### config.mk
export PLATFORM = sky130hd
export DESIGN_NAME = kf_control
export DESIGN_NICKNAME = d
export VERILOG_FILES = /design/src/rtl/kalman_filter_two_state_assert.svh /design/src/rtl/kf_pkg.sv /design/src/rtl/kf_control.sv
export SDC_FILE = /design/constraint.sdc
export NUM_CORES = 1
export LEC_CHECK = 0
export BUFFER_PORTS_ARGS = -buffer_cell sky130_fd_sc_hd__buf_2
export CAP_MARGIN = 10
export CORE_AREA = 2 2 42 44
export CTS_CLUSTER_DIAMETER = 150
export DETAILED_ROUTE_END_ITERATION = 12
export DIE_AREA = 0 0 44 46
export GPL_ROUTABILITY_DRIVEN = 0
export PLACE_DENSITY = 0.79
export SYNTH_ARGS = -nofsm -noshare
export SYNTH_HDL_FRONTEND = slang
export SYNTH_SLANG_ARGS = --single-unit
### constraint.sdc
create_clock -name clk -period 5.65 [get_ports clk]
set_input_delay 0.2825 -clock clk [delete_from_list [all_inputs] [get_ports clk]]
set_output_delay 0.2825 -clock clk [all_outputs]
set_load 0.005 [all_outputs]
### src/rtl/kalman_filter_two_state_assert.svh
// Assertion macros for the two-state Kalman filter.
`ifndef KALMAN_FILTER_TWO_STATE_ASSERT_SVH
`define KALMAN_FILTER_TWO_STATE_ASSERT_SVH
`ifndef SYNTHESIS
`define KF_ASSERT_IMPL(label, clk, rst_n, ante, cons) \
    label: assert property (@(posedge clk) disable iff (!rst_n) (ante) |-> (cons)) \
        else $error("assertion failed");
`define KF_ASSERT_NEXT(label, clk, rst_n, ante, cons) \
    label: assert property (@(posedge clk) disable iff (!rst_n) (ante) |=> (cons)) \
        else $error("assertion failed");
`else
`define KF_ASSERT_IMPL(label, clk, rst_n, ante, cons)
`define KF_ASSERT_NEXT(label, clk, rst_n, ante, cons)
`endif
`endif

### src/rtl/kf_pkg.sv
// ----------------------------------------------------------------------------
// kf_pkg: shared types and constants for the two-state Kalman filter
// Holds the operation codes, fixed-point constants and datapath command.
// ----------------------------------------------------------------------------
package kf_pkg;
    localparam int FRAC_BITS = 16;
    localparam int W = 32;
    localparam int ACC_W = 72;

    localparam logic [1:0] FUNC_PREDICT = 2'd0;
    localparam logic [1:0] FUNC_UPDATE  = 2'd1;
    localparam logic [1:0] FUNC_BOTH    = 2'd2;
    localparam logic [1:0] FUNC_LOAD    = 2'd3;

    localparam logic [2:0] REG_A_TOP = 3'd0;
    localparam logic [2:0] REG_A_BOT = 3'd1;
    localparam logic [2:0] REG_B     = 3'd2;
    localparam logic [2:0] REG_H     = 3'd3;
    localparam logic [2:0] REG_Q_TOP = 3'd4;
    localparam logic [2:0] REG_Q_BOT = 3'd5;
    localparam logic [2:0] REG_R     = 3'd6;

    // Micro-operation steps executed by the datapath, one per cycle
    // except the divides, which the divider runs bit-serially.
    localparam int STEP_W = 5;
    localparam logic [STEP_W-1:0] ST_X0   = 5'd0;
    localparam logic [STEP_W-1:0] ST_X1   = 5'd1;
    localparam logic [STEP_W-1:0] ST_M00  = 5'd2;
    localparam logic [STEP_W-1:0] ST_M01  = 5'd3;
    localparam logic [STEP_W-1:0] ST_M10  = 5'd4;
    localparam logic [STEP_W-1:0] ST_M11  = 5'd5;
    localparam logic [STEP_W-1:0] ST_P00  = 5'd6;
    localparam logic [STEP_W-1:0] ST_P01  = 5'd7;
    localparam logic [STEP_W-1:0] ST_P10  = 5'd8;
    localparam logic [STEP_W-1:0] ST_P11  = 5'd9;
    localparam logic [STEP_W-1:0] ST_HX   = 5'd10;
    localparam logic [STEP_W-1:0] ST_Y    = 5'd11;
    localparam logic [STEP_W-1:0] ST_PH0  = 5'd12;
    localparam logic [STEP_W-1:0] ST_PH1  = 5'd13;
    localparam logic [STEP_W-1:0] ST_S    = 5'd14;
    localparam logic [STEP_W-1:0] ST_HP0  = 5'd15;
    localparam logic [STEP_W-1:0] ST_HP1  = 5'd16;
    localparam logic [STEP_W-1:0] ST_K0   = 5'd17;
    localparam logic [STEP_W-1:0] ST_K1   = 5'd18;
    localparam logic [STEP_W-1:0] ST_UX0  = 5'd19;
    localparam logic [STEP_W-1:0] ST_UX1  = 5'd20;
    localparam logic [STEP_W-1:0] ST_UP00 = 5'd21;
    localparam logic [STEP_W-1:0] ST_UP01 = 5'd22;
    localparam logic [STEP_W-1:0] ST_UP10 = 5'd23;
    localparam logic [STEP_W-1:0] ST_UP11 = 5'd24;
    localparam logic [STEP_W-1:0] ST_LOAD = 5'd25;
    localparam logic [STEP_W-1:0] ST_CLR  = 5'd26;

    typedef struct packed {
        logic              exec;
        logic [STEP_W-1:0] step;
        logic              div_start;
    } kf_cmd_t;

    typedef struct packed {
        logic div_done;
        logic s_bad;
    } kf_status_t;

    // Rounded fixed-point product, half up.
    function automatic logic signed [ACC_W-1:0] fmul(input logic signed [W-1:0] a,
                                                     input logic signed [W-1:0] b);
        logic signed [2*W-1:0] p;
        begin
            p = a * b + (64'sd1 <<< (FRAC_BITS - 1));
            fmul = ACC_W'(p >>> FRAC_BITS);
        end
    endfunction
endpackage

### src/rtl/kf_control.sv
// ----------------------------------------------------------------------------
// kf_control: sequencer of the filter
// Accepts an item, steps the datapath through the load, predict and update
// micro-operations, waits on the divider, and presents the result.
// ----------------------------------------------------------------------------
module kf_control
    import kf_pkg::*;
(
    input  logic       clk,
    input  logic       rst_n,
    input  logic       in_valid,
    input  logic [1:0] in_func,
    output logic       in_ready,
    output logic       out_valid,
    input  logic       out_ready,
    output logic       out_singular,
    output kf_cmd_t    cmd,
    input  kf_status_t status
);
    localparam logic [2:0] S_IDLE = 3'd0;
    localparam logic [2:0] S_RUN  = 3'd1;
    localparam logic [2:0] S_DIV  = 3'd2;
    localparam logic [2:0] S_DONE = 3'd3;

    logic [2:0]        state_reg, state_next;
    logic [STEP_W-1:0] step_reg, step_next;
    logic [1:0]        func_reg, func_next;
    logic              sing_reg, sing_next;
    logic              wait_reg, wait_next;

    assign in_ready = (state_reg == S_IDLE);
    assign out_valid = (state_reg == S_DONE);
    assign out_singular = sing_reg;

    always_comb
    begin
        state_next = state_reg;
        step_next = step_reg;
        func_next = func_reg;
        sing_next = sing_reg;
        wait_next = 1'b0;
        cmd.exec = 1'b0;
        cmd.step = step_reg;
        cmd.div_start = 1'b0;
        case (state_reg)
            S_IDLE:
            begin
                cmd.step = ST_CLR;
                if (in_valid)
                begin
                    cmd.exec = 1'b1;
                    func_next = in_func;
                    sing_next = 1'b0;
                    state_next = S_RUN;
                    if (in_func == FUNC_LOAD)
                        step_next = ST_LOAD;
                    else if (in_func == FUNC_UPDATE)
                        step_next = ST_HX;
                    else
                        step_next = ST_X0;
                end
            end
            S_RUN:
            begin
                cmd.exec = 1'b1;
                step_next = step_reg + 1'b1;
                if (step_reg == ST_LOAD || (step_reg == ST_P11 && func_reg == FUNC_PREDICT)
                    || step_reg == ST_UP11)
                    state_next = S_DONE;
                else if (step_reg == ST_HP0 && status.s_bad)
                begin
                    // The innovation variance is known here; skip the rest of the update.
                    cmd.exec = 1'b0;
                    sing_next = 1'b1;
                    state_next = S_DONE;
                end
                else if (step_reg == ST_HP1)
                begin
                    cmd.div_start = 1'b1;
                    step_next = ST_K0;
                    state_next = S_DIV;
                    wait_next = 1'b1;
                end
            end
            S_DIV:
            begin
                if (status.div_done && !wait_reg)
                begin
                    cmd.exec = 1'b1;
                    if (step_reg == ST_K0)
                    begin
                        cmd.div_start = 1'b1;
                        wait_next = 1'b1;
                        step_next = ST_K1;
                    end
                    else
                    begin
                        step_next = ST_UX0;
                        state_next = S_RUN;
                    end
                end
            end
            S_DONE:
            begin
                if (out_ready)
                    state_next = S_IDLE;
            end
            default: state_next = S_IDLE;
        endcase
    end

    always_ff @(posedge clk or negedge rst_n)
    begin
        if (!rst_n)
        begin
            state_reg <= S_IDLE;
            step_reg <= '0;
            func_reg <= '0;
            sing_reg <= 1'b0;
            wait_reg <= 1'b0;
        end
        else
        begin
            state_reg <= state_next;
            step_reg <= step_next;
            func_reg <= func_next;
            sing_reg <= sing_next;
            wait_reg <= wait_next;
        end
    end
endmodule

Word level (Yosys, flattened, before mapping)
Cells that the tools add are included.
Cells by class
  $add $sub $neg: 1
  equality and inequality tests: 18
  mux-type cells: 33
  reduce and logical (&&, ||, !) cells: 14
Operator list (count)
  $mux W5: 7
  $mux W3: 7
  $eq A5 B5 Y1 const B: 4
  $pmux W5 S3: 1
  $mux W1: 13
  $pmux W3 S4: 1
  $eq A5 B4 Y1 const B: 2
  $ne A2 B2 Y1 const B: 5
  $eq A3 B2 Y1 const B: 2
  $add A5 B1 Y5 const B: 1
  $reduce_and A5 Y1: 1
  $mux W4: 1
  $ne A4 B4 Y1 const B: 1
  $pmux W1 S2: 2
  $reduce_and A4 Y1: 1
  $eq A3 B1 Y1 const B: 1
  $logic_and A1 B1 Y1: 3
  $logic_not A3 Y1: 1
  $pmux W1 S3: 1
  $reduce_and A3 Y1: 1
  $reduce_bool A3 Y1: 1
  $eq A2 B1 Y1 const B: 1
  $eq A2 B2 Y1 const B: 1
  $logic_not A2 Y1: 1
  5 further kinds: 6
Word-level totals
  bits in registers: 12
  output and inout port bits: 10
  logic and storage cells: 71

Longest topological paths before layout
Gate-level depths: netlist of run 1.
  depth after elaboration: 6
  gate-level depth with buffers: 8
  mapped depth without buffers: 7

Least setup slack after synthesis of run 1
OpenSTA, ideal clock, no wires.
  path kind: reg2out
  start point: reg step_reg[0]
  end point: out cmd[0] (netlist bit)
  data arrival time: 1874 ps
  data required time: 5368 ps
  setup slack: 3493 ps
  cell stages (with the launch flop): 8
  cell sequence: dfrtp_1 -> ha_1 -> and3_1 -> ha_1 -> a2111oi_2 -> a2bb2oi_1 -> nor2_1 -> buf_4
Between the ends
  longest elaborated chain between the ends: 6
RTL lines
  from (decl): RTL line kf_control.sv:26  | logic [STEP_W-1:0] step_reg, step_next;
  from (signal assigned): RTL line kf_control.sv:125  | step_reg <= step_next;
  $eq A5 B4 Y1: RTL line kf_control.sv:67  | if (step_reg == ST_LOAD || (step_reg == ST_P11 && func_reg == FUNC_PREDICT)
  $logic_and A1 B1 Y1: RTL line kf_control.sv:67
  $logic_or A1 B1 Y1: RTL line kf_control.sv:67
  $logic_or A1 B1 Y1: RTL line kf_control.sv:68  | || step_reg == ST_UP11)
  $mux W1
  $pmux W1 S2 *
  to (decl): RTL line kf_control.sv:17  | output kf_cmd_t cmd,
Mark *: on every way between the ends. The rest lies on a longest branch, timed or not.

==> impl_metrics.env, run 1 <==
export IMPL_worst_slack_ps=3020
export IMPL_post_route_period_util_pct=46.5
export IMPL_numPortBuffers=17
export IMPL_nets=132
export IMPL_finalHoldViolCount=0
export IMPL_antenna_found_initial=0
export IMPL_cap_violations=0
export IMPL_max_stage_delay_ps=600
export IMPL_yosysTopAreaCellShare_pct=32.7
export IMPL_grt_pass1_wl_um=3070
export IMPL_grt_max_degree=12
export IMPL_fmax_mhz=380
export IMPL_wl_um=1840
export IMPL_fin_crit_ps=2630
export IMPL_place_inst=127
export IMPL_met2_usage_pct=33.8
export IMPL_num_vias=785
export IMPL_cp_data_arrival_time_ps=2350
export IMPL_cp_max_fo=5
export IMPL_met1_usage_pct=26.9
export IMPL_synthTopCellsByArea="dfrtp_1, ha_1, inv_1"
export IMPL_cts_setup_buffers=0
export IMPL_start_util_pct=52.2
export IMPL_top_usage_layer="met2"
export IMPL_detailedPlacementHpwl_um=1400
export IMPL_rsz0062_at_grt="false"
export IMPL_cp_cell_sequence="ha_1 -> and3_1 -> ha_1 -> a2111oi_2 -> a2bb2oi_1 -> nor2_1 -> buf_2"
export IMPL_largest_reg_flops=5
export IMPL_dieWidth_um=44
export IMPL_cts_buffer_depth=2
export IMPL_hold_path_class="input port to register"
export IMPL_synth_warnings=0
export IMPL_diodes=0
export IMPL_finClkSkew_ps=2.57
export IMPL_grtUsageMet3_pct=2.38
export IMPL_crit_family="compound AO/OA/AOI/OAI gates"
export IMPL_drive_gt1_share_pct=25.2
export IMPL_relSlewSlack_pct=62.7
export IMPL_netlist_area_um2=842
export IMPL_synth_seq_area_share_pct=32.7
export IMPL_worstSetupEndpointType="output pin"
export IMPL_ir_drop_uv=266
export IMPL_syn_avg_cell_area_um2=8.77
export IMPL_drv_slew=0
export IMPL_clkSlewWorstSetupHoldPaths_ps=70
export IMPL_cts_sinks=11
export IMPL_viasPerCell=5.95
export IMPL_die_h_um=46
export IMPL_cts_max_level=1
export IMPL_finalSetupViolCount=0
export IMPL_cp_start_kind="register"
export IMPL_worstSetupPathType="register to output pin"
export IMPL_cts_made_buffers=3
export IMPL_post_drt_wl_per_cell_um=14.0
export IMPL_layout_commonest_cell="buf_2"
export IMPL_crit_top_cell="ha_1"
export IMPL_slowest_stage="a2111oi_2"
export IMPL_required_ps=5370
export IMPL_pre_cts_slack_ps=3350
export IMPL_synth_seq_cells=11
export IMPL_layout_common_cells="buf_2, dfrtp_1, inv_1"
export IMPL_yosys_area_top_type="dfrtp_1"
export IMPL_grt_overflow_total=0
export IMPL_cts_tree="built"
export IMPL_netlist_instances=96
export IMPL_cts_root_buf="clkbuf_4"
export IMPL_layout_cells_non_filler=132
export IMPL_synth_net_count=112
export IMPL_cts_hold_buf=1
export IMPL_grt_util_all_layers_pct=21.0
export IMPL_core_mm2=0.00161
export IMPL_rows=15
export IMPL_p_leak_nw=0.466
export IMPL_path_buf_inv=1
export IMPL_status="finished clean"
export IMPL_insertion_delay_ps=280
export IMPL_grt_pass1_vias=710
export IMPL_p_per_area_mw_per_mm2=529
export IMPL_drtAntennaViolNets=0
export IMPL_area_growth_syn_to_layout_pct=15.2
export IMPL_drc=0
export IMPL_io_pins=18
export IMPL_worstMarginPinSlew_ps=558
export IMPL_fp_dieArea_mm2=0.00202
export IMPL_firstDrtPassIters=4
export IMPL_ys_types=34
export IMPL_tns_ps=0
export IMPL_drtIter0Drc=23
export IMPL_cts_resized_gates=0
-- cells in the mapped netlist --
| library cell | instances |
|---|---|
| dfrtp_1 | 11 |
| inv_1 | 9 |
| ha_1 | 8 |
| nand2_1 | 8 |
| nor2_1 | 8 |
| a21oi_1 | 6 |
| nand3_1 | 6 |
| nor2b_1 | 4 |
| mux2_2 | 3 |
| o21ai_0 | 3 |
| or2_2 | 3 |
| a2bb2oi_1 | 2 |
| clkbuf_1 | 2 |
| o21a_1 | 2 |
| o31ai_1 | 2 |
| a2111oi_2 | 1 |
| a21boi_0 | 1 |
| a21o_1 | 1 |
| a221oi_1 | 1 |
| a222oi_1 | 1 |
| a311oi_1 | 1 |
| a31oi_1 | 1 |
| a32o_1 | 1 |
| a41oi_1 | 1 |
| and2_1 | 1 |
| and3_1 | 1 |
| buf_4 | 1 |
| o21ba_1 | 1 |
| o21ba_2 | 1 |
| o21bai_1 | 1 |
| o221ai_1 | 1 |
| o22ai_1 | 1 |
| or2_0 | 1 |
| or4b_4 | 1 |
-- layout make-up --
type	instances	area (µm²)
inverter	9	33.8
timing repair buffer	18	95.1
clock buffer	4	26.3
fill	150	644
multi-input combinational	73	518
tap	17	21.3
sequential	11	275
-- final timing paths --
path,start,to,slack (ps),cells past startpoint
setup / recovery,step_reg[0],cmd[0],3020,7
hold / removal,in_func[0],func_reg[0],270,2
setup reg to reg,step_reg[0],step_reg[2],3500,6
hold reg to reg,func_reg[0],func_reg[0],510,1
max in group asynchronous,rst_n,wait_reg,5040,2
min in group asynchronous,rst_n,step_reg[4],400,2
-- metal layers --
layer,wire (µm),vias to the layer above,part of all wire [%]
met3,93,6,5.0
met2,833,24,45
met4,54,0,2.9
met5,0,-,0
met1,860,373,47
li1,-,382,-
-- per-stage QoR --
| stage | instance area [µm²] | power (mW) | hold slack (ps) | util (%) |
|---|---|---|---|---|
| after CTS | 970 | 0.512 | 271 | 60.1 |
| after global placement | 933 | 0.450 | 164 | 57.8 |
| after floorplan | 842 | 0.371 | -13.1 | - |
| final | 970 | 0.513 | 274 | 60.1 |
| after detailed placement | 933 | 0.454 | 172 | 57.8 |
| after global routing | 970 | 0.560 | 281 | 60.1 |
-- report_power, final --
| group | switching (mW) | total [mW] | internal [mW] |
|---|---|---|---|
| Sequential | 0.0324 | 0.141 | 0.109 |
| Clock | 0.0286 | 0.0560 | 0.0274 |
| Combinational | 0.170 | 0.316 | 0.146 |
| Total | 0.231 | 0.513 | 0.282 |
-- cell families (layout without fill, tap and decap cells) --
group	after synthesis	after routing	synth area share, %
AO/OA/AOI/OAI	29	29	25.9
adder cells (fa/ha/maj)	8	8	11.9
buffers and inverters	12	31	5.80
flip-flops	11	11	32.7
multiplexers	3	3	4.01
AND/OR/NAND/NOR	33	33	19.8
Power figures use the tool's default switching activity.
==> run 2, diff against run 1 <==
- CORE_AREA: 2 2 42 44 -> 2 2 44 46
- DIE_AREA: 0 0 44 46 -> 0 0 46 48
- PLACE_DENSITY: 0.79 -> 0.73
- clock period: 5.65 -> 2.7 ns (I/O delays scaled with it)
==> run 2 against run 1 <==
Against the previous run: routed wire length up 1.7%; first-iteration DRC count rose by 22%; sequential share of layout area is 0.36 points lower.
==> impl_metrics.env, run 2 (synthesis gave the netlist of run 1 again) <==
export IMPL_status="finished clean"
export IMPL_layout_commonest_cell="buf_2"
export IMPL_finalHoldViolCount=0
export IMPL_finClkSkew_ps=4.63
export IMPL_tns_ps=0
export IMPL_worstMarginPinSlew_ps=385
export IMPL_grt_overflow_total=0
export IMPL_grt_util_all_layers_pct=20.2
export IMPL_largest_reg_flops=5
export IMPL_viasPerCell=5.85
export IMPL_grt_pass1_wl_um=3110
export IMPL_crit_top_cell="ha_1"
export IMPL_insertion_delay_ps=280
export IMPL_wl_um=1870
export IMPL_crit_family="compound AO/OA/AOI/OAI gates"
export IMPL_post_route_period_util_pct=87.1
export IMPL_die_h_um=48
export IMPL_clkSlewWorstSetupHoldPaths_ps=70
export IMPL_placed_area_um2=933
export IMPL_slowest_stage="a2111oi_4"
export IMPL_grt_pass1_vias=712
export IMPL_worstSetupEndpointType="output pin"
export IMPL_cts_root_buf="clkbuf_4"
export IMPL_numPortBuffers=17
export IMPL_core_mm2=0.00169
export IMPL_cts_made_buffers=3
export IMPL_p_leak_nw=0.467
export IMPL_worstSetupPathType="register to output pin"
export IMPL_drive_gt1_share_pct=25.2
export IMPL_area_growth_syn_to_layout_pct=16.6
export IMPL_drc=0
export IMPL_cap_violations=0
export IMPL_required_ps=2570
export IMPL_path_buf_inv=1
export IMPL_dieWidth_um=46
export IMPL_drv_slew=0
export IMPL_grt_max_degree=12
export IMPL_finalSetupViolCount=0
export IMPL_nets=132
export IMPL_post_drt_wl_per_cell_um=14.2
export IMPL_drtAntennaViolNets=0
export IMPL_cts_buffer_depth=2
export IMPL_io_pins=18
export IMPL_num_vias=772
export IMPL_cts_max_level=1
export IMPL_fin_crit_ps=2350
export IMPL_detailedPlacementHpwl_um=1420
export IMPL_fmax_mhz=425
export IMPL_cts_tree="built"
export IMPL_max_stage_delay_ps=470
export IMPL_layout_common_cells="buf_2, dfrtp_1, inv_1"
export IMPL_rsz0062_at_grt="false"
export IMPL_cp_data_arrival_time_ps=2220
export IMPL_cp_cell_sequence="ha_1 -> and3_1 -> ha_1 -> a2111oi_4 -> a2bb2oi_1 -> nor2_1 -> buf_2"
export IMPL_r2r_slack_ps=670
export IMPL_cp_start_kind="register"
export IMPL_start_util_pct=49.9
export IMPL_fin_area_um2=982
export IMPL_drtIter0Drc=28
export IMPL_hold_path_class="input port to register"
export IMPL_p_per_area_mw_per_mm2=1110
export IMPL_fp_dieArea_mm2=0.00221
export IMPL_firstDrtPassIters=4
export IMPL_antenna_found_initial=0
export IMPL_cp_max_fo=5
export IMPL_ir_drop_uv=455
export IMPL_cts_sinks=11
export IMPL_diodes=0
export IMPL_rows=15
export IMPL_relSlewSlack_pct=74.4
## run 2: changes by cell type in the layout (fill, tap and decap cells not counted)
cell	change
a2111oi_2	-1
a2111oi_4	+1
## run 2: metal layers
| metal | track usage, % | vias to the layer above | share of wire [%] |
|---|---|---|---|
| li1 | - | 386 | - |
| met1 | 25.4 | 367 | 49 |
| met2 | 32.5 | 16 | 46 |
| met3 | 4.53 | 3 | 3.6 |
| met4 | 10.3 | 0 | 1.4 |
| met5 | 0 | - | 0 |
## run 2: path summary, 6_finish.rpt
kind | start | to | cells after the start
max reg2reg | state_reg[0] | step_reg[2] | 7
min in group asynchronous | rst_n | step_reg[4] | 2
max | step_reg[0] | cmd[0] | 7
min reg2reg | func_reg[0] | func_reg[0] | 1
min | in_func[0] | func_reg[0] | 2
max in group asynchronous | rst_n | wait_reg | 2
## run 2: where the power goes
part	leakage [nW]	switching, mW	total [mW]	internal (mW)
Sequential	0.140	0.0715	0.299	0.227
Clock	0.0150	0.0611	0.119	0.0574
Combinational	0.311	0.358	0.670	0.312
## run 2: area by class of cell
cell class	count	area, µm²
tap	17	21.3
inverter	9	33.8
fill	150	707
sequential	11	275
multi-input combinational	73	531
timing repair buffer	18	95.1
clock buffer	4	26.3
## run 2: what timing repair did
item	in CTS	in global routing
endpoints found under the hold margin	11	0
hold buffers	1	0
buffers inserted	0	0
gates resized for setup	0	1
setup endpoints to repair	0	1
## run 2: metrics by stage
| stage | instances | utilization (%) | setup slack (ps) | hold WS, ps | total power [mW] |
|---|---|---|---|---|---|
| 2_1_floorplan | 96 | - | 691 | -161 | 0.776 |
| 3_3_place_gp | 127 | 55.3 | 596 | 18.5 | 0.947 |
| 3_5_place_dp | 127 | 55.3 | 538 | 23.5 | 0.952 |
| 4_1_cts | 132 | 57.4 | 235 | 126 | 1.07 |
| 5_1_grt | 132 | 58.1 | 143 | 124 | 1.20 |
| 6_report | 132 | 58.1 | 348 | 121 | 1.09 |
==> run 3, diff against run 2 <==
- CORE_AREA: 2 2 44 46 -> 10 10 52 54
- DIE_AREA: 0 0 46 48 -> 0 0 62 64
==> run 3 against run 2 <==
Against the previous run: clock power hardly changed; flip-flop and latch count stayed put; sequential share of layout area increased by 0.072 points; critical path depth unchanged; die area increased by 80%; power decreased by 0.47%; utilization shrank 0.79 points; setup slack worse by 230 ps; worst hold slack better by 0.71 ps; global-route usage is 9.1 points lower; highest routed layer unchanged.
==> impl_metrics.env, run 3 (synthesis gave the netlist of run 1 again) <==
export IMPL_status="finished clean"
export IMPL_area_growth_syn_to_layout_pct=16.3
export IMPL_grt_overflow_total=0
export IMPL_cts_max_level=1
export IMPL_grt_util_all_layers_pct=11.1
export IMPL_cts_made_buffers=3
export IMPL_rows=15
export IMPL_place_inst=135
export IMPL_fmax_mhz=388
export IMPL_viasPerCell=5.62
export IMPL_nets=132
export IMPL_cp_max_fo=5
export IMPL_required_ps=2570
export IMPL_hold_ws_ps=122
export IMPL_p_per_area_mw_per_mm2=1100
export IMPL_diodes=0
export IMPL_layout_commonest_cell="buf_2"
export IMPL_firstDrtPassIters=4
export IMPL_antenna_found_initial=0
export IMPL_max_stage_delay_ps=670
export IMPL_fin_crit_ps=2580
export IMPL_p_leak_nw=0.466
export IMPL_insertion_delay_ps=280
export IMPL_relSlewSlack_pct=56.1
export IMPL_cts_sinks=11
export IMPL_fp_dieArea_mm2=0.00397
export IMPL_post_drt_wl_per_cell_um=15.1
export IMPL_grt_pass1_wl_um=3510
export IMPL_path_buf_inv=1
export IMPL_grt_max_degree=12
export IMPL_dieWidth_um=62
export IMPL_finClkSkew_ps=1.49
export IMPL_cp_data_arrival_time_ps=2440
export IMPL_slowest_stage="a2111oi_2"
export IMPL_grt_pass1_vias=753
export IMPL_crit_top_cell="ha_1"
export IMPL_finalSetupViolCount=0
export IMPL_num_vias=787
export IMPL_drc=0
export IMPL_finalCoreUtilization_pct=57.4
export IMPL_worstMarginPinSlew_ps=657
export IMPL_largest_reg_flops=5
export IMPL_tns_ps=0
export IMPL_cts_setup_buffers=0
export IMPL_clkSlewWorstSetupHoldPaths_ps=70
export IMPL_start_util_pct=49.3
export IMPL_io_pins=18
export IMPL_crit_family="compound AO/OA/AOI/OAI gates"
export IMPL_post_route_period_util_pct=95.5
export IMPL_cts_tree="built"
export IMPL_hold_path_class="input port to register"
export IMPL_layout_common_cells="buf_2, dfrtp_1, inv_1"
export IMPL_cap_violations=0
export IMPL_drtIter0Drc=18
export IMPL_wl_um=2110
export IMPL_cp_start_kind="register"
export IMPL_drv_slew=0
export IMPL_die_h_um=64
export IMPL_drive_gt1_share_pct=25.2
export IMPL_cp_cell_sequence="ha_1 -> and3_1 -> ha_1 -> a2111oi_2 -> a2bb2oi_1 -> nor2_1 -> buf_2"
export IMPL_cts_root_buf="clkbuf_4"
export IMPL_finalHoldViolCount=0
export IMPL_ir_drop_uv=563
export IMPL_detailedPlacementHpwl_um=1610
export IMPL_layout_cells_non_filler=140
export IMPL_rsz0062_at_grt="false"
export IMPL_worstSetupEndpointType="output pin"
export IMPL_core_mm2=0.00171
export IMPL_drtAntennaViolNets=0
export IMPL_cts_buffer_depth=2
export IMPL_worstSetupPathType="register to output pin"
export IMPL_numPortBuffers=17
## run 3: cell count changes in the layout (fill, tap and decap cells not counted)
cell | before | now
a2111oi_2 | 0 | 1
a2111oi_4 | 1 | 0
## run 3: per-stage QoR
step	cell area [µm²]	setup slack, ps	power (mW)
after detailed placement	943	467	0.962
after global placement	943	592	0.954
final	980	123	1.08
after floorplan	842	691	0.776
after CTS	980	154	1.08
after global routing	980	30.4	1.19
## run 3: worst paths after layout
path                                  start  cells after the start  slack [ps]           end
min in group asynchronous             rst_n                      2         250   step_reg[0]
worst min-delay path             in_func[0]                      2         120   func_reg[0]
worst min register to register  func_reg[0]                      1         520   func_reg[0]
max in group asynchronous             rst_n                      2        2240  out_singular
worst max register to register  step_reg[0]                      6         470   step_reg[2]
worst max-delay path            step_reg[0]                      7         120        cmd[0]
## run 3: final cells by class
| type | count | area, µm² |
|---|---|---|
| clock buffers | 4 | 26.3 |
| fillers | 149 | 728 |
| inverters | 9 | 33.8 |
| multi-input cells | 73 | 518 |
| flip-flops and latches | 11 | 275 |
| well taps | 25 | 31.3 |
| repair buffers | 18 | 95.1 |
## run 3: per-layer routing
layer  vias to the layer above  wire (µm)  global-route usage (%)
li1                        381          -                       -
met1                       376        893                    13.7
met2                        25        996                    17.7
met3                         5        185                    2.96
met4                         0         38                    4.19
met5                         -          0                       0
## run 3: worst register-to-register path, delay by kind of cell, from the launching register on
| family | cells | cell delay (ps) |
|---|---|---|
| compound gates | 2 | 940 |
| fa+ha+maj | 2 | 460 |
| flops | 1 | 430 |
| simple gates | 2 | 300 |
## run 3: timing repair
action / CTS / global route
hold buffers: 1 / 0
hold endpoints to repair: 11 / 0
setup endpoints to repair: 0 / 0
gates resized for setup: 0 / 0
## run 3: power breakdown
part,total [mW],leakage [nW],internal [mW],switching (mW)
Clock,0.117,0.0150,0.0575,0.0594
Combinational,0.670,0.311,0.305,0.365
Sequential,0.294,0.140,0.227,0.0671
Total,1.08,0.466,0.590,0.492
